`config.mk`:
```
export PLATFORM = sky130hd
export DESIGN_NAME = sha_front
export DESIGN_NICKNAME = d
export VERILOG_FILES = /design/src/sha_pkg.sv /design/src/sha_front.sv
export SDC_FILE = /design/constraint.sdc
export NUM_CORES = 2
export LEC_CHECK = 0
export ABC_CLOCK_PERIOD_IN_PS = 29100
export BUFFER_PORTS_ARGS = -buffer_cell sky130_fd_sc_hd__buf_2
export CORE_MARGIN = 4
export CORE_UTILIZATION = 40
export CTS_CLUSTER_SIZE = 16
export DETAILED_ROUTE_END_ITERATION = 8
export PLACE_DENSITY = 0.65
export SYNTH_ARGS = -nofsm -noshare
export SYNTH_HDL_FRONTEND = slang
export SYNTH_SLANG_ARGS = --single-unit
```
`constraint.sdc`:
```
create_clock -name i_clk -period 29.1 [get_ports i_clk]
set_input_delay 0 -clock i_clk [delete_from_list [all_inputs] [get_ports i_clk]]
set_output_delay 0 -clock i_clk [all_outputs]
set_load 0.02 [all_outputs]
```
`src/sha_pkg.sv`:
```
package sha_pkg;
    typedef struct packed {
        logic [7:0] data_byte;
        logic       byte_valid;
        logic       end_of_message;
    } t_in;

    typedef struct packed {
        logic [31:0] digest_word;
        logic [2:0]  word_index;
        logic        last_word;
    } t_out;

    // queue entry: one whole block plus how to finish
    typedef struct packed {
        logic [511:0] block;
        logic         last;
    } t_blk;

    localparam int QUEUE_DEPTH = 2;

    localparam logic [7:0] PAD_BYTE = 8'h80;

    localparam logic [255:0] INIT_HASH = {
        32'h6a09e667, 32'hbb67ae85, 32'h3c6ef372, 32'ha54ff53a,
        32'h510e527f, 32'h9b05688c, 32'h1f83d9ab, 32'h5be0cd19};

    function automatic logic [31:0] round_k(input logic [5:0] idx);
        logic [31:0] k [64];
        k = '{
            32'h428a2f98,32'h71374491,32'hb5c0fbcf,32'he9b5dba5,32'h3956c25b,32'h59f111f1,
            32'h923f82a4,32'hab1c5ed5,32'hd807aa98,32'h12835b01,32'h243185be,32'h550c7dc3,
            32'h72be5d74,32'h80deb1fe,32'h9bdc06a7,32'hc19bf174,32'he49b69c1,32'hefbe4786,
            32'h0fc19dc6,32'h240ca1cc,32'h2de92c6f,32'h4a7484aa,32'h5cb0a9dc,32'h76f988da,
            32'h983e5152,32'ha831c66d,32'hb00327c8,32'hbf597fc7,32'hc6e00bf3,32'hd5a79147,
            32'h06ca6351,32'h14292967,32'h27b70a85,32'h2e1b2138,32'h4d2c6dfc,32'h53380d13,
            32'h650a7354,32'h766a0abb,32'h81c2c92e,32'h92722c85,32'ha2bfe8a1,32'ha81a664b,
            32'hc24b8b70,32'hc76c51a3,32'hd192e819,32'hd6990624,32'hf40e3585,32'h106aa070,
            32'h19a4c116,32'h1e376c08,32'h2748774c,32'h34b0bcb5,32'h391c0cb3,32'h4ed8aa4a,
            32'h5b9cca4f,32'h682e6ff3,32'h748f82ee,32'h78a5636f,32'h84c87814,32'h8cc70208,
            32'h90befffa,32'ha4506ceb,32'hbef9a3f7,32'hc67178f2};
        return k[idx];
    endfunction

    function automatic logic [31:0] rotr(input logic [31:0] v, input int unsigned n);
        return (v >> n) | (v << (32 - n));
    endfunction
endpackage

```
`src/sha_front.sv`:
```
// Packs bytes into blocks and builds the padding blocks.
module sha_front (
    input  logic          i_clk,
    input  logic          i_rst_n,
    input  logic          i_valid,
    output logic          o_ready,
    input  sha_pkg::t_in  i_data,
    output logic          o_blk_valid,
    input  logic          i_blk_ready,
    output sha_pkg::t_blk o_blk
);
    import sha_pkg::*;

    typedef enum logic [1:0] {
        S_TAKE = 2'b01,
        S_PAD2 = 2'b10
    } t_state;

    t_state        r_state, n_state;
    logic [511:0]  r_block, n_block;
    logic [5:0]    r_pos, n_pos;
    logic [63:0]   r_len, n_len;
    logic          r_bv, n_bv;
    t_blk          r_out, n_out;

    logic          accept;
    logic          can_push;

    assign can_push = !r_bv || i_blk_ready;
    assign o_ready  = (r_state == S_TAKE) && can_push;
    assign accept   = i_valid && o_ready;
    assign o_blk_valid = r_bv;
    assign o_blk    = r_out;

    always_comb begin
        logic [511:0] blk;
        logic [5:0]   pos;
        logic [63:0]  len;
        logic         wrapped;
        n_state = r_state;
        n_block = r_block;
        n_pos   = r_pos;
        n_len   = r_len;
        n_bv    = r_bv && !i_blk_ready;
        n_out   = r_out;
        blk     = r_block;
        pos     = r_pos;
        len     = r_len;
        wrapped = 1'b0;
        unique case (r_state)
            S_TAKE: begin
                if (accept) begin
                    if (i_data.byte_valid) begin
                        blk[(7'd63 - 7'(pos)) * 8 +: 8] = i_data.data_byte;
                        len = len + 64'd8;
                        pos = pos + 6'd1;
                        wrapped = (pos == 6'd0);
                    end
                    if (wrapped && !i_data.end_of_message) begin
                        n_bv  = 1'b1;
                        n_out = '{block: blk, last: 1'b0};
                    end else if (i_data.end_of_message) begin
                        // a full block goes out as is, padding follows alone
                        if (wrapped) begin
                            n_bv    = 1'b1;
                            n_out   = '{block: blk, last: 1'b0};
                            n_state = S_PAD2;
                            blk     = '0;
                            blk[511] = 1'b1;
                        end else begin
                            blk[(7'd63 - 7'(pos)) * 8 +: 8] = PAD_BYTE;
                            for (int p = 0; p < 64; p++)
                                if (6'(p) > pos) blk[(63 - p) * 8 +: 8] = 8'h00;
                            n_bv = 1'b1;
                            if (pos >= 6'd56) begin
                                n_out   = '{block: blk, last: 1'b0};
                                n_state = S_PAD2;
                                blk     = '0;
                            end else begin
                                blk[63:0] = len;
                                n_out = '{block: blk, last: 1'b1};
                                len = '0;
                            end
                        end
                        pos = '0;
                    end
                    n_block = blk;
                    n_pos   = pos;
                    n_len   = len;
                end
            end
            S_PAD2: begin
                if (can_push) begin
                    n_bv  = 1'b1;
                    n_out = '{block: {r_block[511:64], r_len}, last: 1'b1};
                    n_len = '0;
                    n_state = S_TAKE;
                end
            end
            default: n_state = S_TAKE;
        endcase
    end

    always_ff @(posedge i_clk) begin
        if (!i_rst_n) begin
            r_state <= S_TAKE;
            r_pos   <= '0;
            r_len   <= '0;
            r_bv    <= 1'b0;
        end else begin
            r_state <= n_state;
            r_pos   <= n_pos;
            r_len   <= n_len;
            r_bv    <= n_bv;
        end
        r_block <= n_block;
        r_out   <= n_out;
    end
endmodule

```
## After elaboration in Yosys (flattened, before gate mapping)

Index checks and enable logic that the tools add are counted.
W data, S select, Z words.

| word-level totals | value |
|---|---|
| bits in registers | 1098 |
| input bits | 14 |
| output and inout bits | 515 |
| word-level logic and storage cells | 213 |

| operators by class | value |
|---|---|
| $add $sub $neg | 6 |
| magnitude comparators | 65 |
| equal/unequal tests | 8 |
| shift-type cells | 4 |
| muxes and demuxes | 109 |
| reduce and logical (&&, ||, !) cells | 14 |

Operators with widths:

| operator | number |
|---|---|
| $mux W512 | 6 |
| $mux W513 | 5 |
| $pmux W513 S2 | 1 |
| $bwmux W512 | 2 |
| $shift A8 B34 Y512 const A | 2 |
| $mux W64 | 8 |
| $mux W8 | 64 |
| $shiftx A8 B34 Y512 | 1 |
| $shiftx A8 B34 Y512 const A | 1 |
| $mux W448 | 1 |
| $gt A6 B6 Y1 const A | 32 |
| $pmux W64 S2 | 1 |
| $gt A5 B6 Y1 const A | 16 |
| $neg A32 Y34 | 2 |
| $mux W65 | 1 |
| $add A64 B4 Y64 const B | 1 |
| $gt A4 B6 Y1 const A | 8 |
| $mux W6 | 5 |
| $gt A3 B6 Y1 const A | 4 |
| $sub A6 B6 Y7 const A | 2 |
| $gt A1 B6 Y1 const A | 2 |
| $gt A2 B6 Y1 const A | 2 |
| $mux W2 | 6 |
| $ne A2 B2 Y1 const B | 4 |
| other kinds (18) | 29 |

## Depth between registers and ports, before layout

| logic depth | value |
|---|---|
| depth in word-level cells | 17 |
| gate-level depth with buffers | 18 |
| mapped depth without buffers | 13 |

## Worst setup path before layout

Ideal clock, no wire load.

| timing | value |
|---|---|
| kind | in2reg |
| from | input i_data[0] (netlist bit) |
| to | register r_out, in the netlist o_blk[0], enable pin |
| setup time | 1.696 ns |
| data arrival time | 28.247 ns |
| required time | 27.404 ns |
| setup slack | -0.843 ns |
| cell stages on the path | 5 |
| path buffers | 3 |
| cell sequence | inv_1 > buf_1 > clkbuf_1 > clkbuf_1 > a31oi_1 |

| between the ends | value |
|---|---|
| word-level cells in the longest chain between the ends | 4 |

RTL lines:

| what | RTL line | source |
|---|---|---|
| from (decl) | sha_front.sv:7 | `input sha_pkg::t_in i_data,` |
| $logic_not A1 Y1 | sha_front.sv:59 | `if (wrapped && !i_data.end_of_message) begin` |
| $logic_and A1 B1 Y1 | sha_front.sv:59 |  |
| $ne A3 B2 Y1 (no source line) * | - |  |
| $reduce_and A4 Y1 (no source line) * | - |  |
| to (signal assigned) | sha_front.sv:117 | `r_out <= n_out;` |
| to (decl) | sha_front.sv:24 | `t_blk r_out, n_out;` |

Every way passes the cells marked *; elsewhere a longest branch is shown, timed or not.
A chain may end at the register's enable or synchronous reset.

==> flow_summary_export.csv <==
group,metric,value,unit
status,status,"complete, no violations",
placement,portBuffers,528,
pwr,p_leak,23.0,nW
synthesis,synth_top_area_cell,"edfxtp_1",
setup_path,end_kind,"register",
pwr,power.total,0.00532,W
clock_tree,cts_made_buffers,116,
setup_path,cpMostUsedCell,"buf_4",
route,routed_wl,219,mm
route,drtIter0Drc,7111,
min_path,hold_class,"primary input to register",
floorplanning,die_y,383,um
synthesis,synth.most_common_cell,"edfxtp_1",
placement,gp_congestion,0.979,
setup_path,cp_data_arrival_time,6630,ps
clock_tree,cts.sinks,1095,
pwr,peakVddDrop,84.3,uV
flow_run,cap_viol_max_count,0,
synthesis,ys_seq_area_share,57.3,%
timing,slew_headroom,2.17,%
global_route,grt_pass1_wl,312,mm
route,vias,48500,
route,wl_met1,80.6,mm
route,avgViaCountPerCell,6.29,
setup_path,cp-start-kind,"register",
clock_tree,cts_root_buf,"clkbuf_16",
route,drtAntennaViolNets,0,
floorplanning,fp-row-count,137,
route,wl_per_cell,28.4,um
global_route,grt_antenna_before_repair,10,
clock_tree,ctsResizeCount,0,
synthesis,synth_top_cell_area_share,54.8,%
global_route,grt_max_degree,157,
clock_tree,cts_tree,"yes",
cells_and_area,fillCellCount,13000,
route,top_layer,"met5",
setup_path,cpMaxStageDelayCell,"ha_1",
synthesis,ys.flop_type,"edfxtp_1",
synthesis,synth.distinct_cells,103,
clock_tree,clk_path_buf_depth,3,
floorplanning,start_util,40.2,%
setup_path,path_cells,"buf_4, ha_1, xnor2_2, buf_4, a2bb2oi_2, nor2_1, ha_1, inv_1, a211oi_2, buf_4, a21boi_1, o21ai_1, o21ai_0",
setup_path,slowest_delay,890,ps
synthesis,synth_warnings,0,
clock_tree,insertion_delay,790,ps
synthesis,syn_area_per_cell,10.5,sq um
floorplanning,ioPinCount,529,
timing,setup_violations,0,
synthesis,synth_edf_count,1025,
synthesis,synth.top_cells.by_count,"1025 x edfxtp_1, 688 x a21oi_1, 655 x nor2_1",
route,dr_wl_met3,26.9,mm
pwr,power_density,82.1,mW/mm^2
setup_path,critical_path_class,"register to register",
clock_tree,clk_pin_slew,70,ps
timing,finalSetupTns,0,ps
timing,clock_skew,54.8,ps
placement,dpl.hpwl,153,mm
synthesis,syn_area,0.0562,sq mm
synthesis,netlist_instances,5333,
floorplanning,die_w,383,um
timing,rsz0062_at_grt,"no",
timing,worstMarginPinSlew,1460,ps
route,dr_wl_met2,96.9,mm
synthesis,synth_area_leaders,"edfxtp_1 55%, a21oi_1 6.1%, nor2_1 4.4%",
floorplanning,die_area,0.146,sq mm
global_route,grt_pass1_vias,44600,
clock_tree,htreeDepth,3,
setup_path,cp.required,29580,ps
timing,finalCriticalPeriod,6150,ps
setup_path,cp_max_fo,32,
timing,maxClockFrequency,0.163,GHz
timing,hold_violations,0,
cells_and_area,finalNetCount,5759,
synthesis,async_flop_share,0,%
synthesis,ys_ff_latch,1095,
timing,finalMaxSlewViolations,0,
timing,period_share,21.1,%
route,drc_errors,0,
global_route,grt_usage,28.6,%
synthesis,syn_nets,5360,
global_route,grt.overflow.total,0,
cells_and_area,layout-drive-gt1-share,16.6,%
cells_and_area,syn_to_final_growth,15.3,%
floorplanning,core,0.140,sq mm
route,drtPass1Iterations,6,
worst max-delay path: cells and delay by family, from the launching register on:
kind / cells / cell delay [ps]
adders and majority gates: 2 / 1220
AOI/OAI and AO/OA: 5 / 2420
buffers and inverters: 4 / 1540
DFF: 1 / 310
xor gates and xnor gates: 1 / 170
and+or+nand+nor: 1 / 150
power breakdown:
part	internal (W)	switching, W
Sequential	0.00231	0.000237
Combinational	0.000297	0.000911
Clock	0.000892	0.000672
layout by cell type, fill, tap and decap left out, types with 35 or more instances in the layout:
cell and n:
a21oi_1 687, a22o_1 275, and2_1 41, and3_1 40, buf_2 528, buf_4 108
clkbuf_16 116, dfxtp_1 70, edfxtp_1 1025, inv_1 39, mux2i_1 148, nand2_1 609
nand3_1 120, nand4_1 39, nor2_1 651, nor3_1 156, o211ai_1 35, o21a_1 47
o21ai_0 209, o22ai_1 77
through the flow:
step                      worst slack (ps)  hold slack (ps)  instance area (sq um)  cells  util (%)
after floorplan                      10540              276                  56200   5333         -
after global placement               23380              418                  60600   7474      43.5
after detailed placement             23260              414                  60600   7475      43.5
after CTS                            23210              188                  64700   7708      46.4
after global routing                 22870              253                  64800   7709      46.4
final                                22950              248                  64800   7712      46.4
area by class of cell:
class | instances | area [sq um] | area share, %
clock inverter | 80 | 957 | 1.48
multi-input combinational | 3821 | 22400 | 34.7
sequential | 1095 | 32200 | 49.7
timing repair buffer | 653 | 3640 | 5.63
inverter | 45 | 178 | 0.274
clock buffer | 138 | 3000 | 4.63
tap | 1876 | 2350 | 3.62
antenna | 4 | 10.0 | 0.0155
state kept, by name, summed over array words and instances, names as in the netlist:
name / flops
r_state: 2
r_len: 61
o_blk_valid: 1
o_blk: 513
r_pos: 6
r_block: 512
final timing paths:
path	endpoint	slack (ps)	cells past startpoint	from
max	o_blk[43]	22950	13	r_pos[0]
min	r_len[42]	250	3	i_rst_n
max reg2reg	o_blk[43]	22950	13	r_pos[0]
min reg2reg	o_blk[382]	520	1	r_block[381]
per-layer routing:
metal | up-vias | global-route usage [%]
li1 | 21000 | -
met1 | 23500 | 36.8
met2 | 3345 | 43.7
met3 | 656 | 7.75
met4 | 6 | 16.5
met5 | - | 0.132
what timing repair did:
action,4_1_cts,5_1_grt
buffers inserted,0,0
hold buffers,15,0
endpoints found under the hold margin,47,0
cells by family after synthesis:
logic type | Yosys count | share of synthesized area [%]
compound gates | 1744 | 20.5
flops | 1095 | 57.3
mux | 174 | 3.18
buf+inv | 417 | 3.02
fa+ha+maj | 13 | 0.290
simple gates | 1818 | 14.5
xor+xnor | 72 | 1.27
No activity file was read; power rests on OpenSTA's default activity.
