===== config.mk =====
export PLATFORM = sky130hd
export DESIGN_NAME = sha_queue
export DESIGN_NICKNAME = d
export VERILOG_FILES = /design/src/sha_pkg.sv /design/src/sha_queue.sv
export SDC_FILE = /design/constraint.sdc
export NUM_CORES = 1
export LEC_CHECK = 0
export BUFFER_PORTS_ARGS = -buffer_cell sky130_fd_sc_hd__buf_2
export CAP_MARGIN = 10
export CORE_AREA = 2 2 398 400
export DETAILED_ROUTE_END_ITERATION = 8
export DIE_AREA = 0 0 400 402
export PLACE_DENSITY_LB_ADDON = 0.1
export SLEW_MARGIN = 10
export SYNTH_ARGS = -nofsm -noshare
export SYNTH_HDL_FRONTEND = slang
export SYNTH_SLANG_ARGS = --single-unit
export TNS_END_PERCENT = 50

===== constraint.sdc =====
create_clock -name i_clk -period 25.2 [get_ports i_clk]
set_input_delay 1.26 -clock i_clk [delete_from_list [all_inputs] [get_ports i_clk]]
set_output_delay 1.26 -clock i_clk [all_outputs]
set_load 0.05 [all_outputs]

===== src/sha_pkg.sv =====
package sha_pkg;
    typedef struct packed {
        logic [7:0] data_byte;
        logic       byte_valid;
        logic       end_of_message;
    } t_in;

    typedef struct packed {
        logic [31:0] digest_word;
        logic [2:0]  word_index;
        logic        last_word;
    } t_out;

    // queue entry: one whole block plus how to finish
    typedef struct packed {
        logic [511:0] block;
        logic         last;
    } t_blk;

    localparam int QUEUE_DEPTH = 2;

    localparam logic [7:0] PAD_BYTE = 8'h80;

    localparam logic [255:0] INIT_HASH = {
        32'h6a09e667, 32'hbb67ae85, 32'h3c6ef372, 32'ha54ff53a,
        32'h510e527f, 32'h9b05688c, 32'h1f83d9ab, 32'h5be0cd19};

    function automatic logic [31:0] round_k(input logic [5:0] idx);
        logic [31:0] k [64];
        k = '{
            32'h428a2f98,32'h71374491,32'hb5c0fbcf,32'he9b5dba5,32'h3956c25b,32'h59f111f1,
            32'h923f82a4,32'hab1c5ed5,32'hd807aa98,32'h12835b01,32'h243185be,32'h550c7dc3,
            32'h72be5d74,32'h80deb1fe,32'h9bdc06a7,32'hc19bf174,32'he49b69c1,32'hefbe4786,
            32'h0fc19dc6,32'h240ca1cc,32'h2de92c6f,32'h4a7484aa,32'h5cb0a9dc,32'h76f988da,
            32'h983e5152,32'ha831c66d,32'hb00327c8,32'hbf597fc7,32'hc6e00bf3,32'hd5a79147,
            32'h06ca6351,32'h14292967,32'h27b70a85,32'h2e1b2138,32'h4d2c6dfc,32'h53380d13,
            32'h650a7354,32'h766a0abb,32'h81c2c92e,32'h92722c85,32'ha2bfe8a1,32'ha81a664b,
            32'hc24b8b70,32'hc76c51a3,32'hd192e819,32'hd6990624,32'hf40e3585,32'h106aa070,
            32'h19a4c116,32'h1e376c08,32'h2748774c,32'h34b0bcb5,32'h391c0cb3,32'h4ed8aa4a,
            32'h5b9cca4f,32'h682e6ff3,32'h748f82ee,32'h78a5636f,32'h84c87814,32'h8cc70208,
            32'h90befffa,32'ha4506ceb,32'hbef9a3f7,32'hc67178f2};
        return k[idx];
    endfunction

    function automatic logic [31:0] rotr(input logic [31:0] v, input int unsigned n);
        return (v >> n) | (v << (32 - n));
    endfunction
endpackage


===== src/sha_queue.sv =====
// Small block queue between packer and compressor.
module sha_queue #(
    parameter int DEPTH = sha_pkg::QUEUE_DEPTH
) (
    input  logic          i_clk,
    input  logic          i_rst_n,
    input  logic          i_valid,
    output logic          o_ready,
    input  sha_pkg::t_blk i_data,
    output logic          o_valid,
    input  logic          i_ready,
    output sha_pkg::t_blk o_data
);
    import sha_pkg::*;
    localparam int AW = (DEPTH > 1) ? $clog2(DEPTH) : 1;

    t_blk            r_mem [DEPTH];
    logic [AW-1:0]   r_wp, r_rp;
    logic [AW:0]     r_cnt;
    logic            push, pop;

    assign o_ready = (r_cnt != (AW+1)'(DEPTH));
    assign o_valid = (r_cnt != '0);
    assign o_data  = r_mem[r_rp];
    assign push = i_valid && o_ready;
    assign pop  = o_valid && i_ready;

    always_ff @(posedge i_clk) begin
        if (!i_rst_n) begin
            r_wp  <= '0;
            r_rp  <= '0;
            r_cnt <= '0;
        end else begin
            if (push) r_wp <= (r_wp == AW'(DEPTH - 1)) ? '0 : r_wp + 1'b1;
            if (pop)  r_rp <= (r_rp == AW'(DEPTH - 1)) ? '0 : r_rp + 1'b1;
            r_cnt <= r_cnt + (AW+1)'(push) - (AW+1)'(pop);
        end
        if (push) r_mem[r_wp] <= i_data;
    end
endmodule


# ---- Yosys cells after proc, flatten, opt, wreduce, memory -nomap -nowiden
# Memories as Yosys holds them, arrays and structs flattened. A register that Yosys moved wholly into a read port is not among the register bits.
# Index checks and enable logic that the tools add are counted.
dict set report classes {
  n_reduce_logical 3
  n_mux 6
  n_addsub 4
  eq_ne 1
}
# operator count
set op_table {}
lappend op_table {{$mux W1} 6}
lappend op_table {{$add A1 B1 Y1 const B} 2}
lappend op_table {{$add A2 B1 Y2} 1}
lappend op_table {{$logic_and A1 B1 Y1} 2}
lappend op_table {{$ne A2 B2 Y1 const B} 1}
lappend op_table {{$reduce_bool A2 Y1} 1}
lappend op_table {{$sub A2 B1 Y2} 1}
dict set report word_totals {
  in_bits 517
  word_cells 18
  ram_bits 1026
  ff_bits 4
  output_inout_bits 515
  memories 1
}
# memory depth width rd rd_clocked_by_memory_dff write_ports line_no
set memory_table {}
lappend memory_table {r_mem 2 513 1 1 1 sha_queue.sv:17} ;# t_blk r_mem [DEPTH];

# ---- Longest topological paths before layout
# Gate-level depths: netlist (run 1).
dict set report depth {
  word_depth 4
  mapped_depth 6
  depth_no_buf 6
}

# ---- Least setup slack after synthesis (run 1)
# Ideal clock, no wire load.
dict set report synth_path {
  kind {input to register}
  start {in i_valid}
  end {mem r_mem[1][0] (netlist bit) (enable)}
  required_ps 24252
  arrival_ps 12932
  n_path_buf 0
  setup_slack_ps 11320
  setup_ps 948
  path_stages 1
  cell_sequence {and3_1}
}
dict set report synth_via {
  elab_chain_cells 3
}
# element line_no
set synth_rtl {}
lappend synth_rtl {{start: declaration} sha_queue.sv:7} ;# input logic i_valid,
lappend synth_rtl {{$logic_and A1 B1 Y1} sha_queue.sv:25} ;# assign push = i_valid && o_ready;
lappend synth_rtl {{$mux W1} sha_queue.sv:38} ;# if (push) r_mem[r_wp] <= i_data;
lappend synth_rtl {{$mux W1 (implied by the code)} sha_queue.sv:38}
lappend synth_rtl {{end: declaration} sha_queue.sv:17}
# Every way passes these cells.

==> results of run 1 <==
synthesized netlist by cell type:
library cell / n / share of area (%)
sky130_fd_sc_hd__a211oi_1: 1 / 0.020
sky130_fd_sc_hd__a21bo_2: 2 / 0.053
sky130_fd_sc_hd__a21boi_0: 1 / 0.020
sky130_fd_sc_hd__a32oi_1: 1 / 0.023
sky130_fd_sc_hd__and2_1: 3 / 0.050
sky130_fd_sc_hd__and3_1: 1 / 0.017
sky130_fd_sc_hd__buf_2: 4 / 0.053
sky130_fd_sc_hd__buf_6: 53 / 1.6
sky130_fd_sc_hd__dfxtp_1: 5 / 0.27
sky130_fd_sc_hd__edfxtp_1: 1026 / 82
sky130_fd_sc_hd__ha_1: 1 / 0.033
sky130_fd_sc_hd__inv_1: 1 / 0.010
sky130_fd_sc_hd__mux2_2: 513 / 15
sky130_fd_sc_hd__mux2i_1: 1 / 0.027
sky130_fd_sc_hd__nand2_1: 1 / 0.010
sky130_fd_sc_hd__nand2b_1: 2 / 0.033
sky130_fd_sc_hd__nand3_1: 1 / 0.013
sky130_fd_sc_hd__nand3b_1: 1 / 0.020
sky130_fd_sc_hd__nor2_1: 2 / 0.020
sky130_fd_sc_hd__nor2b_1: 1 / 0.017
sky130_fd_sc_hd__o21ai_0: 2 / 0.027
sky130_fd_sc_hd__or2_2: 1 / 0.017
sky130_fd_sc_hd__xnor2_1: 1 / 0.023
path summary, 6_finish.rpt:
check / startpoint / endpoint / depth (start not counted)
setup reg to reg: r_cnt[0] / r_mem[1][331] / 5
setup / recovery: flip-flop / o_data[258] / 6
hold / removal: r_rp / flip-flop / 2
hold reg to reg: r_rp / flip-flop / 2
area by class of cell:
cell class / count / area [µm²] / area share [%]
timing repair buffer: 1048 / 5325 / 10.97
tap: 2072 / 2592 / 5.342
clock inverter: 68 / 531.8 / 1.096
sequential: 1031 / 30910 / 63.70
inverter: 1 / 11.26 / 0.02320
clock buffer: 151 / 3119 / 6.428
multi-input combinational: 536 / 5941 / 12.24
antenna: 38 / 95.09 / 0.1959
logic make-up after synthesis:
group / after synthesis / synth area share, %
AO/OA/AOI/OAI: 7 / 0.1436
XOR/XNOR: 1 / 0.02338
flip-flops: 1031 / 82.50
multiplexers: 514 / 15.45
AND/OR/NAND/NOR: 13 / 0.1971
buffers and inverters: 58 / 1.656
adder cells (fa/ha/maj): 1 / 0.03339
flip-flops by register name, summed over array words and instances (netlist names), named ones only:
signal  flops
r_cnt       2
r_mem    1026
r_rp        1
r_wp        1
per-layer routing:
metal | global-route usage [%] | routed length, µm | up-vias
met5 | 0 | 466 | -
met1 | 14.04 | 40390 | 9862
met2 | 23.29 | 56550 | 863
met3 | 6.252 | 12170 | 316
li1 | - | - | 8828
met4 | 5.427 | 4049 | 76
where the power goes:
group / internal [W] / total [W] / switching [W]
Combinational: 0.000400 / 0.00157 / 0.00117
Clock: 0.000923 / 0.00161 / 0.000683
Sequential: 0.00209 / 0.00214 / 0.0000520
Total: 0.00341 / 0.00532 / 0.00191
through the flow:
stage	total power [W]	setup WS (ps)	area [µm²]	util, %
final	0.005321	18050	48530	30.89
after floorplan	0.003473	11320	37470	-
after CTS	0.005419	17740	48430	30.83
after detailed placement	0.003776	18580	44780	28.51
after global placement	0.003767	18770	44780	28.51
after global routing	0.005530	17540	48470	30.86
worst reg2reg max path, stage by stage (launching register included):
cell and delay, ps:
sky130_fd_sc_hd__dfxtp_1 440, sky130_fd_sc_hd__nand2b_1 220, sky130_fd_sc_hd__and3_4 740, sky130_fd_sc_hd__buf_4 900
sky130_fd_sc_hd__buf_4 760, sky130_fd_sc_hd__buf_4 910
==> impl_metrics.sql, run 1 <==
INSERT INTO impl_metrics (metric_group, metric, value, unit) VALUES
('drt', 'vias', '19950', ''),
('cells_and_area', 'areaGrowthSynthToFinish', '29.53', '%'),
('cts', 'tritoncts_clock_tree', 'built', ''),
('synthesis', 'yosysWarnings', '0', ''),
('grt', 'globalRouteTotalUtil', '13.48', '%'),
('grt', 'antenna_found_initial', '114', ''),
('power_and_ir_drop', 'power_leakage', '17.51', 'nW'),
('critical_path', 'critPathSlowestCell', 'sky130_fd_sc_hd__dfxtp_4', ''),
('timing', 'post-route-period-util', '28.36', '%'),
('synthesis', 'post_synthesis_cell_area', '37470', 'µm²'),
('critical_path', 'ordered_cell_list_for_the_critical_path', 'buf_4 > buf_4 > buf_4 > buf_4 > mux2_2 > buf_2', ''),
('timing', 'maxClockFrequency', '0.1399', 'GHz'),
('cts', 'cts.path.max_buffers', '3', ''),
('place', 'place.port_buffers', '1031', ''),
('timing', 'fin_worst_skew', '32.34', 'ps'),
('synthesis', 'synth_fp_nets', '2143', ''),
('timing', 'period_needed', '7145', 'ps'),
('flow_run', 'cap_viol_max_count', '0', ''),
('drt', 'totalWireLength', '113.6', 'mm'),
('cells_and_area', 'layout.cells.non_filler', '4945', ''),
('cts', 'cts-htree-levels', '3', ''),
('critical_path', 'rrSetupSlack', '20750', 'ps'),
('power_and_ir_drop', 'pwr_density_cell', '109.6', 'nW/µm²'),
('cts', 'post_cts.resized_instances', '0', ''),
('cts', 'cts_num_sinks', '1031', ''),
('drt', 'dr.first_iter.drc_count', '938', ''),
('die', 'die-height', '402', 'µm'),
('critical_path', 'path_class', 'flip-flop to primary output', ''),
('cts', 'cts_made_buffers', '118', ''),
('grt', 'grt_max_degree', '162', ''),
('grt', 'first_global_vias', '20660', ''),
('cells_and_area', 'mostFrequentLayoutCell', 'sky130_fd_sc_hd__buf_2', ''),
('die', 'total_die_area', '160800', 'µm²'),
('critical_path', 'startpoint_type', 'flip-flop', ''),
('hold_path', 'hold_path.class', 'flip-flop to flip-flop', ''),
('cts', 'skew_pair_late_insertion_delay', '710', 'ps'),
('critical_path', 'crit_path_end_kind', 'primary output', ''),
('timing', 'finalSetupViolCount', '0', ''),
('synthesis', 'synth_cell_types', '23', ''),
('critical_path', 'critical_path.most_common_cell', 'sky130_fd_sc_hd__buf_4', ''),
('cts', 'holdBufCountCts', '0', ''),
('die', 'rows', '146', ''),
('timing', 'final-hold-violation-count', '0', ''),
('place', 'place.detailed.instances', '4688', ''),
('synthesis', 'synth-seq-cells', '1031', ''),
('cells_and_area', 'layout.cells.most_common_list', 'sky130_fd_sc_hd__buf_2 (1031), sky130_fd_sc_hd__edfxtp_1 (1026), sky130_fd_sc_hd__mux2_2 (513), sky130_fd_sc_hd__clkbuf_16 (120), sky130_fd_sc_hd__clkinv_1 (34)', ''),
('grt', 'grt_overflow_total', '0', ''),
('timing', 'worst_hold_slack', '577.4', 'ps'),
('status', 'outcome', 'finished, final reports clean', ''),
('place', 'finalWeightedCongestion', '0.8377', ''),
('critical_path', 'arrival', '5890', 'ps'),
('place', 'place.detailed.hpwl', '81.26', 'mm'),
('die', 'die_width', '400', 'µm'),
('drt', 'detailedRoute.firstPassIterationCount', '5', ''),
('cells_and_area', 'num-nets-final', '3254', ''),
('critical_path', 'worst-endpoint-required', '23940', 'ps'),
('timing', 'tightest_slew', '1365', 'ps'),
('die', 'core', '157100', 'µm²'),
('timing', 'slew_violations', '0', ''),
('drt', 'remaining_drc_errors', '0', ''),
('critical_path', 'critPathTopFamily', 'buffers and inverters', ''),
('cells_and_area', 'layout-drive-gt1-share', '60.71', '%'),
('die', 'num_ports', '1032', ''),
('synthesis', 'post_synth.cell_area_avg', '23.06', 'µm²'),
('synthesis', 'cell_count_after_synthesis', '1625', ''),
('drt', 'postRouteAntennaNets', '0', ''),
('power_and_ir_drop', 'power.ir.vdd_worst', '60.55', 'µV'),
('die', 'initial_utilization', '23.85', '%'),
('critical_path', 'critical_path.n_buffers_inverters', '5', ''),
('grt', 'grt_first_pass_wirelength', '154.3', 'mm'),
('synthesis', 'yosysSeqAreaShare', '82.50', '%'),
('timing', 'max-slew-margin-rel', '9.026', '%'),
('cts', 'root_buffer', 'sky130_fd_sc_hd__clkbuf_16', ''),
('cts', 'post_cts_repair_setup_buffers', '0', ''),
('critical_path', 'critical_path.max_stage_delay', '990', 'ps'),
('cts', 'cts.clk_slew.worst_paths', '60', 'ps'),
('timing', 'rsz0062_at_grt', 'false', ''),
('critical_path', 'crit_path_max_fanout', '78', ''),
('drt', 'via_per_inst', '4.033', ''),
('cells_and_area', 'num-fill-cells', '15570', ''),
('drt', 'routed_wire_length_per_instance', '22.98', 'µm'),
('timing', 'setup-tns-final', '0', 'ps');
Power figures use the tool's default switching activity.
==> run 2: changes to the inputs <==
CORE_AREA = 2 2 406 408   (was 2 2 398 400)
DIE_AREA = 0 0 408 410   (was 0 0 400 402)
clock period = 6.4 ns   (was 25.2 ns; I/O delays follow)
==> run 2 against run 1 <==
Against the previous run: cell area increased by 12%; combinational power increased to 4.2 times the previous value; non-clock buffer count increased by 524; worst setup slack got worse by 15000 ps; critical path depth decreased by 3; largest power group unchanged; count of clock-buffer cells in the layout increased by 2; die area increased by 4.0%; critical endpoint is now o_data[253]; global-route usage decreased by 0.051 points; cell count increased by 13%; hold slack got worse by 270 ps; routed wire length increased by 2.2%.
==> impl_metrics.sql, run 2 (same netlist as run 1, synthesis figures left out) <==
INSERT INTO impl_metrics (metric_group, metric, value, unit) VALUES
('critical_path', 'path_class', 'flip-flop to primary output', ''),
('drt', 'detailedRoute.firstPassIterationCount', '4', ''),
('power_and_ir_drop', 'power.share.clock', '31.3', '%'),
('timing', 'period_needed', '3316', 'ps'),
('power_and_ir_drop', 'power.ir.vdd_worst', '263.1', 'µV'),
('grt', 'grt-busiest-layer', 'met2', ''),
('cells_and_area', 'registers.top_by_ff_count', 'r_mem', ''),
('place', 'place.detailed.hpwl', '82.06', 'mm'),
('grt', 'antenna_found_initial', '28', ''),
('critical_path', 'crit_path_max_fanout', '140', ''),
('timing', 'tightest_slew', '1051', 'ps'),
('hold_path', 'worstHoldEndpoint', 'r_mem[1][168]', ''),
('cells_and_area', 'areaGrowthSynthToFinish', '44.74', '%'),
('place', 'place.port_buffers', '1031', ''),
('cts', 'root_buffer', 'sky130_fd_sc_hd__clkbuf_16', ''),
('cts', 'post_cts_repair_setup_buffers', '0', ''),
('cts', 'tritoncts_clock_tree', 'built', ''),
('cts', 'holdBufCountCts', '516', ''),
('place', 'placed_cell_area', '45080', 'µm²'),
('die', 'rows', '149', ''),
('die', 'die-height', '410', 'µm'),
('timing', 'max-slew-margin-rel', '29.96', '%'),
('drt', 'totalWireLength', '116.1', 'mm'),
('cells_and_area', 'layout-drive-gt1-share', '52.01', '%'),
('cells_and_area', 'final_core_utilization', '33.17', '%'),
('cells_and_area', 'mostFrequentLayoutCell', 'sky130_fd_sc_hd__buf_2', ''),
('cells_and_area', 'num-nets-final', '3780', ''),
('power_and_ir_drop', 'power_report.internal_total', '0.01404', 'W'),
('cells_and_area', 'layout.cells.most_common_list', 'sky130_fd_sc_hd__buf_2 (1031), sky130_fd_sc_hd__edfxtp_1 (1026), sky130_fd_sc_hd__dlygate4sd3_1 (516), sky130_fd_sc_hd__mux2_2 (513), sky130_fd_sc_hd__clkbuf_16 (122)', ''),
('timing', 'rsz0062_at_grt', 'false', ''),
('hold_path', 'hold_path.class', 'input pin to flip-flop', ''),
('place', 'finalWeightedCongestion', '0.8029', ''),
('cts', 'cts.path.max_buffers', '3', ''),
('grt', 'grtUsageMet2', '24.45', '%'),
('timing', 'post-route-period-util', '51.81', '%'),
('critical_path', 'worst-endpoint-required', '6080', 'ps'),
('cts', 'cts_made_buffers', '120', ''),
('power_and_ir_drop', 'power_leakage', '19.86', 'nW'),
('cells_and_area', 'largest_reg_flops', '1026', ''),
('critical_path', 'crit_path_end_kind', 'primary output', ''),
('hold_path', 'timing.hold.worst_path_depth', '2', ''),
('critical_path', 'reg_to_reg_critical_path_endpoint', 'r_mem[0][425]', ''),
('die', 'core', '163500', 'µm²'),
('drt', 'dr.first_iter.drc_count', '991', ''),
('critical_path', 'arrival', '3000', 'ps'),
('drt', 'remaining_drc_errors', '0', ''),
('cts', 'cts.clk_slew.worst_paths', '60', 'ps'),
('hold_path', 'hold_path.startpoint', 'i_data[168]', ''),
('die', 'total_die_area', '167300', 'µm²'),
('power_and_ir_drop', 'seq_power_share', '38.5', '%'),
('grt', 'grt_use_met1', '14.15', '%'),
('grt', 'first_global_vias', '23830', ''),
('timing', 'fin_worst_skew', '48.91', 'ps'),
('cts', 'post_cts.resized_instances', '0', ''),
('power_and_ir_drop', 'pwr_density_cell', '401.1', 'nW/µm²'),
('cells_and_area', 'biggestRegsByFlops', 'r_mem: 1026 flops, r_cnt: 2 flops', ''),
('grt', 'globalRouteTotalUtil', '13.42', '%'),
('cts', 'cts_num_sinks', '1031', ''),
('timing', 'finalSetupViolCount', '0', ''),
('critical_path', 'ff2ff_path_depth', '5', ''),
('die', 'initial_utilization', '22.92', '%'),
('power_and_ir_drop', 'p_comb_share', '30.2', '%'),
('drt', 'vias', '21560', ''),
('power_and_ir_drop', 'netSwitchingPower', '0.007708', 'W'),
('cts', 'cts-htree-levels', '3', ''),
('timing', 'maxClockFrequency', '0.3016', 'GHz'),
('timing', 'final-hold-violation-count', '0', ''),
('die', 'die_width', '408', 'µm'),
('critical_path', 'rrSetupSlack', '3680', 'ps'),
('grt', 'grt_first_pass_wirelength', '164.3', 'mm'),
('status', 'outcome', 'finished, final reports clean', ''),
('die', 'num_ports', '1032', ''),
('flow_run', 'cap_viol_max_count', '0', ''),
('grt', 'grt_util_met3', '4.981', '%'),
('timing', 'slew_violations', '0', ''),
('cells_and_area', 'finalInstanceArea', '54230', 'µm²'),
('critical_path', 'startpoint_type', 'flip-flop', ''),
('drt', 'via_per_inst', '3.871', ''),
('critical_path', 'r2r-start', 'r_cnt[0]', ''),
('grt', 'grt_overflow_total', '0', ''),
('grt', 'grt_max_degree', '141', ''),
('drt', 'postRouteAntennaNets', '0', ''),
('drt', 'routed_wire_length_per_instance', '20.85', 'µm'),
('power_and_ir_drop', 'sw_frac_of_total', '35.44', '%'),
('cts', 'skew_pair_late_insertion_delay', '730', 'ps');
## run 2: changes by cell type in the layout (fill, tap and decap cells not counted), sizes merged, moves of 2 or more
| cell | before | now |
|---|---|---|
| diode | 38 | 18 |
| clkinv | 58 | 47 |
| clkinvlp | 2 | 5 |
| buf | 1048 | 1056 |
| dlygate4sd3 | 0 | 516 |
| clkbuf | 151 | 153 |
| bufinv | 5 | 12 |
## run 2: stage by stage
step                      setup TNS, ps  total power [W]  hold slack [ps]  std cells  setup WS, ps
after CTS                             0          0.02216            201.5       5550          2962
after detailed placement              0          0.01492            511.0       4813          3663
final                                 0          0.02175            308.4       5568          3084
after floorplan                -1697020          0.01352            418.9       1625         -2427
after global routing                  0          0.02263            240.1       5566          2902
after global placement                0          0.01489            507.1       4813          3717
## run 2: layer usage
layer	wire length [µm]	up-vias
li1	-	9861
met2	60610	731
met3	9698	182
met4	3096	12
met1	42620	10770
met5	73	-
## run 2: area by class of cell
cell class,instances,area [µm²]
Antenna cell,18,45.04
Sequential cell,1031,30920
Multi-Input combinational cell,536,5948
Inverter,1,7.507
Tap cell,2189,2739
Timing Repair Buffer,1572,10640
Clock buffer,153,3199
Fill cell,16110,109300
Clock inverter,68,735.7
## run 2: worst max path at each step
stage,endpoint,slack (ps),cells after the start
after floorplan,r_mem[0][0],-2430,3
after global placement,r_mem[0][214],3720,5
after detailed placement,r_mem[0][66],3660,5
after CTS,o_data[231],2960,3
after global routing,o_data[231],2900,3
final,o_data[253],3080,3
## run 2: critical path, stage by stage, from the launching register on
cell	delay (ps)
sky130_fd_sc_hd__dfxtp_4	700
sky130_fd_sc_hd__buf_12	510
sky130_fd_sc_hd__mux2_2	460
sky130_fd_sc_hd__buf_2	220
## run 2: power by group through the flow
stage               combinational, W  sequential [W]  clock [W]
finish                       0.00657         0.00838    0.00680
global placement             0.00637         0.00851          0
global route                 0.00687         0.00844    0.00732
detailed placement           0.00640         0.00853          0
CTS                          0.00671         0.00839    0.00706
floorplan                    0.00485         0.00867          0
==> run 3: changes to the inputs <==
ABC_AREA = 1   (was unset)
clock period = 2.87 ns   (was 6.4 ns; I/O delays follow)
==> run 3 against run 2 <==
Against the previous run: cell count up 0.74%; sequential share of layout area down 0.081 points; clock skew down 33 ps; die area unchanged; hold slack worse by 170 ps; critical path type unchanged; largest power group unchanged; highest routed layer unchanged.
==> impl_metrics.sql, run 3 <==
INSERT INTO impl_metrics (metric_group, metric, value, unit) VALUES
('die', 'die-height', '410', 'µm'),
('grt', 'grt_overflow_total', '0', ''),
('critical_path', 'worst-endpoint-required', '2730', 'ps'),
('synthesis', 'synth-seq-cells', '1031', ''),
('timing', 'final-hold-violation-count', '0', ''),
('cells_and_area', 'layout-drive-gt1-share', '51.91', '%'),
('drt', 'dr.first_iter.drc_count', '963', ''),
('timing', 'fin_worst_skew', '15.55', 'ps'),
('timing', 'post-route-period-util', '87.14', '%'),
('synthesis', 'synth_top_area_cell', 'sky130_fd_sc_hd__edfxtp_1', ''),
('cells_and_area', 'areaGrowthSynthToFinish', '45.06', '%'),
('cts', 'skew_pair_late_insertion_delay', '710', 'ps'),
('cts', 'cts-htree-levels', '3', ''),
('power_and_ir_drop', 'post-layout-total-power', '0.05133', 'W'),
('place', 'place.port_buffers', '1031', ''),
('cts', 'tritoncts_clock_tree', 'built', ''),
('power_and_ir_drop', 'pwr_density_cell', '945.3', 'nW/µm²'),
('power_and_ir_drop', 'netSwitchingPower', '0.01933', 'W'),
('flow_run', 'cap_viol_max_count', '0', ''),
('synthesis', 'yosysWarnings', '0', ''),
('grt', 'grt-busiest-layer', 'met2', ''),
('synthesis', 'synth_cell_types', '12', ''),
('cts', 'cts.path.max_buffers', '3', ''),
('die', 'num_ports', '1032', ''),
('timing', 'period_needed', '2501', 'ps'),
('cells_and_area', 'layout.cells.most_common_list', 'sky130_fd_sc_hd__buf_2 (1031), sky130_fd_sc_hd__edfxtp_1 (1026), sky130_fd_sc_hd__dlygate4sd3_1 (517), sky130_fd_sc_hd__mux2_2 (513), sky130_fd_sc_hd__clkbuf_16 (119)', ''),
('critical_path', 'crit_path_max_fanout', '40', ''),
('critical_path', 'crit_path_end_kind', 'primary output', ''),
('synthesis', 'synth_fp_nets', '2150', ''),
('critical_path', 'startpoint_type', 'flip-flop', ''),
('grt', 'grt_use_met1', '14.23', '%'),
('timing', 'worst_hold_slack', '139.0', 'ps'),
('synthesis', 'yosys.area.top_type_share', '82.30', '%'),
('drt', 'vias', '21740', ''),
('grt', 'grt_first_pass_wirelength', '163.1', 'mm'),
('critical_path', 'r2r-start', 'r_cnt[1]', ''),
('place', 'finalWeightedCongestion', '0.7994', ''),
('timing', 'maxClockFrequency', '0.3999', 'GHz'),
('cts', 'cts_num_sinks', '1031', ''),
('die', 'total_die_area', '167300', 'µm²'),
('cells_and_area', 'biggestRegsByFlops', 'r_mem: 1026 flops, r_cnt: 2 flops', ''),
('synthesis', 'synthFlopType', 'sky130_fd_sc_hd__edfxtp_1', ''),
('grt', 'grt_max_degree', '90', ''),
('critical_path', 'critPathSlowestCell', 'sky130_fd_sc_hd__buf_4', ''),
('grt', 'grtUsageMet2', '23.52', '%'),
('power_and_ir_drop', 'sw_frac_of_total', '37.66', '%'),
('die', 'die_width', '408', 'µm'),
('cells_and_area', 'mostFrequentLayoutCell', 'sky130_fd_sc_hd__buf_2', ''),
('die', 'initial_utilization', '22.90', '%'),
('timing', 'max-slew-margin-rel', '58.51', '%'),
('critical_path', 'arrival', '2360', 'ps'),
('timing', 'finalSetupViolCount', '0', ''),
('power_and_ir_drop', 'power_leakage', '19.94', 'nW'),
('grt', 'grt_util_met3', '5.314', '%'),
('cells_and_area', 'largest_reg_flops', '1026', ''),
('drt', 'detailedRoute.firstPassIterationCount', '4', ''),
('timing', 'rsz0062_at_grt', 'false', ''),
('grt', 'first_global_vias', '24310', ''),
('die', 'rows', '149', ''),
('cells_and_area', 'num-fill-cells', '16140', ''),
('grt', 'antenna_found_initial', '33', ''),
('power_and_ir_drop', 'seq_power_share', '38.0', '%'),
('status', 'outcome', 'finished, final reports clean', ''),
('power_and_ir_drop', 'power.share.clock', '27.2', '%'),
('timing', 'tightest_slew', '622.4', 'ps'),
('drt', 'totalWireLength', '115.0', 'mm'),
('cts', 'root_buffer', 'sky130_fd_sc_hd__clkbuf_16', ''),
('drt', 'postRouteAntennaNets', '0', ''),
('synthesis', 'yosysSeqAreaShare', '82.57', '%'),
('timing', 'slew_violations', '0', ''),
('cts', 'cts_made_buffers', '117', ''),
('synthesis', 'cell_count_after_synthesis', '1632', ''),
('power_and_ir_drop', 'p_comb_share', '34.8', '%'),
('die', 'core', '163500', 'µm²'),
('synthesis', 'count_of_flip_flops_with_a_built_in_enable_after_synthesis', '1026', ''),
('synthesis', 'synth.most_common_cell', 'sky130_fd_sc_hd__edfxtp_1', ''),
('synthesis', 'yosys-top-cells-count', 'sky130_fd_sc_hd__edfxtp_1 (1026), sky130_fd_sc_hd__mux2_2 (513), sky130_fd_sc_hd__buf_6 (53)', ''),
('synthesis', 'post_synthesis_cell_area', '37440', 'µm²'),
('drt', 'via_per_inst', '3.875', ''),
('critical_path', 'critical_path.max_stage_delay', '440', 'ps'),
('synthesis', 'post_synth.cell_area_avg', '22.94', 'µm²'),
('critical_path', 'ordered_cell_list_for_the_critical_path', 'buf_12 > buf_4 > mux2_2 > buf_2', ''),
('hold_path', 'hold_path.startpoint', 'i_data[138]', ''),
('power_and_ir_drop', 'power.ir.vdd_worst', '597.7', 'µV'),
('drt', 'routed_wire_length_per_instance', '20.49', 'µm'),
('grt', 'globalRouteTotalUtil', '13.31', '%'),
('drt', 'remaining_drc_errors', '0', ''),
('hold_path', 'hold_path.class', 'input pin to flip-flop', ''),
('critical_path', 'path_class', 'flip-flop to primary output', ''),
('power_and_ir_drop', 'power_report.internal_total', '0.03200', 'W'),
('place', 'place.detailed.hpwl', '82.83', 'mm'),
('cts', 'cts.clk_slew.worst_paths', '60', 'ps'),
('synthesis', 'synthArstFlopShare', '0', '%'),
('cells_and_area', 'num-nets-final', '3822', ''),
('synthesis', 'post_synth_main_area_contributors', 'sky130_fd_sc_hd__edfxtp_1 (82%), sky130_fd_sc_hd__mux2_2 (15%), sky130_fd_sc_hd__buf_6 (1.6%)', ''),
('cells_and_area', 'registers.top_by_ff_count', 'r_mem', '');
run 3: layer usage:
layer	vias up	share of wire, %
li1	9925	-
met1	10850	37
met2	747	51
met3	198	8.4
met4	14	3.6
met5	-	0.062
run 3: kinds of logic (layout without fill, tap and decap cells):
| group | Yosys count | in the layout | synth area share [%] |
|---|---|---|---|
| multiplexers | 513 | 513 | 15.43 |
| other | 0 | 24 | 0 |
| AO/OA/AOI/OAI | 1 | 1 | 0.01336 |
| AND/OR/NAND/NOR | 21 | 21 | 0.2139 |
| flip-flops | 1031 | 1031 | 82.57 |
| buffers and inverters | 64 | 1828 | 1.718 |
| XOR/XNOR | 1 | 1 | 0.02340 |
| adder cells (fa/ha/maj) | 1 | 1 | 0.03342 |
run 3: cell type report:
class / instances / area, µm² / share of cell area (%)
Antenna cell: 24 / 60.06 / 0.1106
Clock buffer: 145 / 3075 / 5.663
Clock inverter: 66 / 481.7 / 0.8871
Inverter: 7 / 26.28 / 0.04839
Multi-Input combinational cell: 537 / 5931 / 10.92
Sequential cell: 1031 / 30910 / 56.93
Tap cell: 2189 / 2739 / 5.044
Timing Repair Buffer: 1610 / 11080 / 20.40
run 3: path summary, 6_finish.rpt:
kind | slack (ps) | cells past startpoint | to
worst max-delay path | 370 | 4 | o_data[303]
worst min register to register | 500 | 2 | r_rp
worst min-delay path | 140 | 2 | r_mem[0][138]
worst max register to register | 840 | 7 | r_cnt[0]
run 3: power groups by stage:
stage          combinational, W  sequential [W]  clock (W)
6_report                 0.0179          0.0195     0.0139
5_1_grt                  0.0187          0.0197     0.0151
4_1_cts                  0.0182          0.0195     0.0145
3_5_place_dp             0.0174          0.0199          0
3_3_place_gp             0.0174          0.0198          0
2_1_floorplan            0.0125          0.0202          0
run 3: worst max-delay path: cells and delay by family, from the launching register on:
family,cells,cell delay [ps]
buf+inv,3,790
flops,1,400
mux,1,400
run 3: metrics by stage:
| stage | setup TNS (ps) | worst slack (ps) | cell area (µm²) | utilization [%] | instances |
|---|---|---|---|---|---|
| final | 0 | 369.2 | 54300 | 33.21 | 5609 |
| after global routing | 0 | 178.1 | 54300 | 33.21 | 5607 |
| after CTS | 0 | 251.6 | 54240 | 33.18 | 5585 |
| after detailed placement | 0 | 818.6 | 45480 | 27.81 | 4854 |
| after global placement | 0 | 830.4 | 45480 | 27.81 | 4854 |
| after floorplan | -5873740 | -5727 | 37480 | - | 1632 |
run 3: repair_timing:
item                                     CTS  global route
resized for setup                          0             0
hold endpoints to repair                1064             0
hold buffers                             517             0
endpoints found under the setup margin    45             0
setup buffers                              3             0
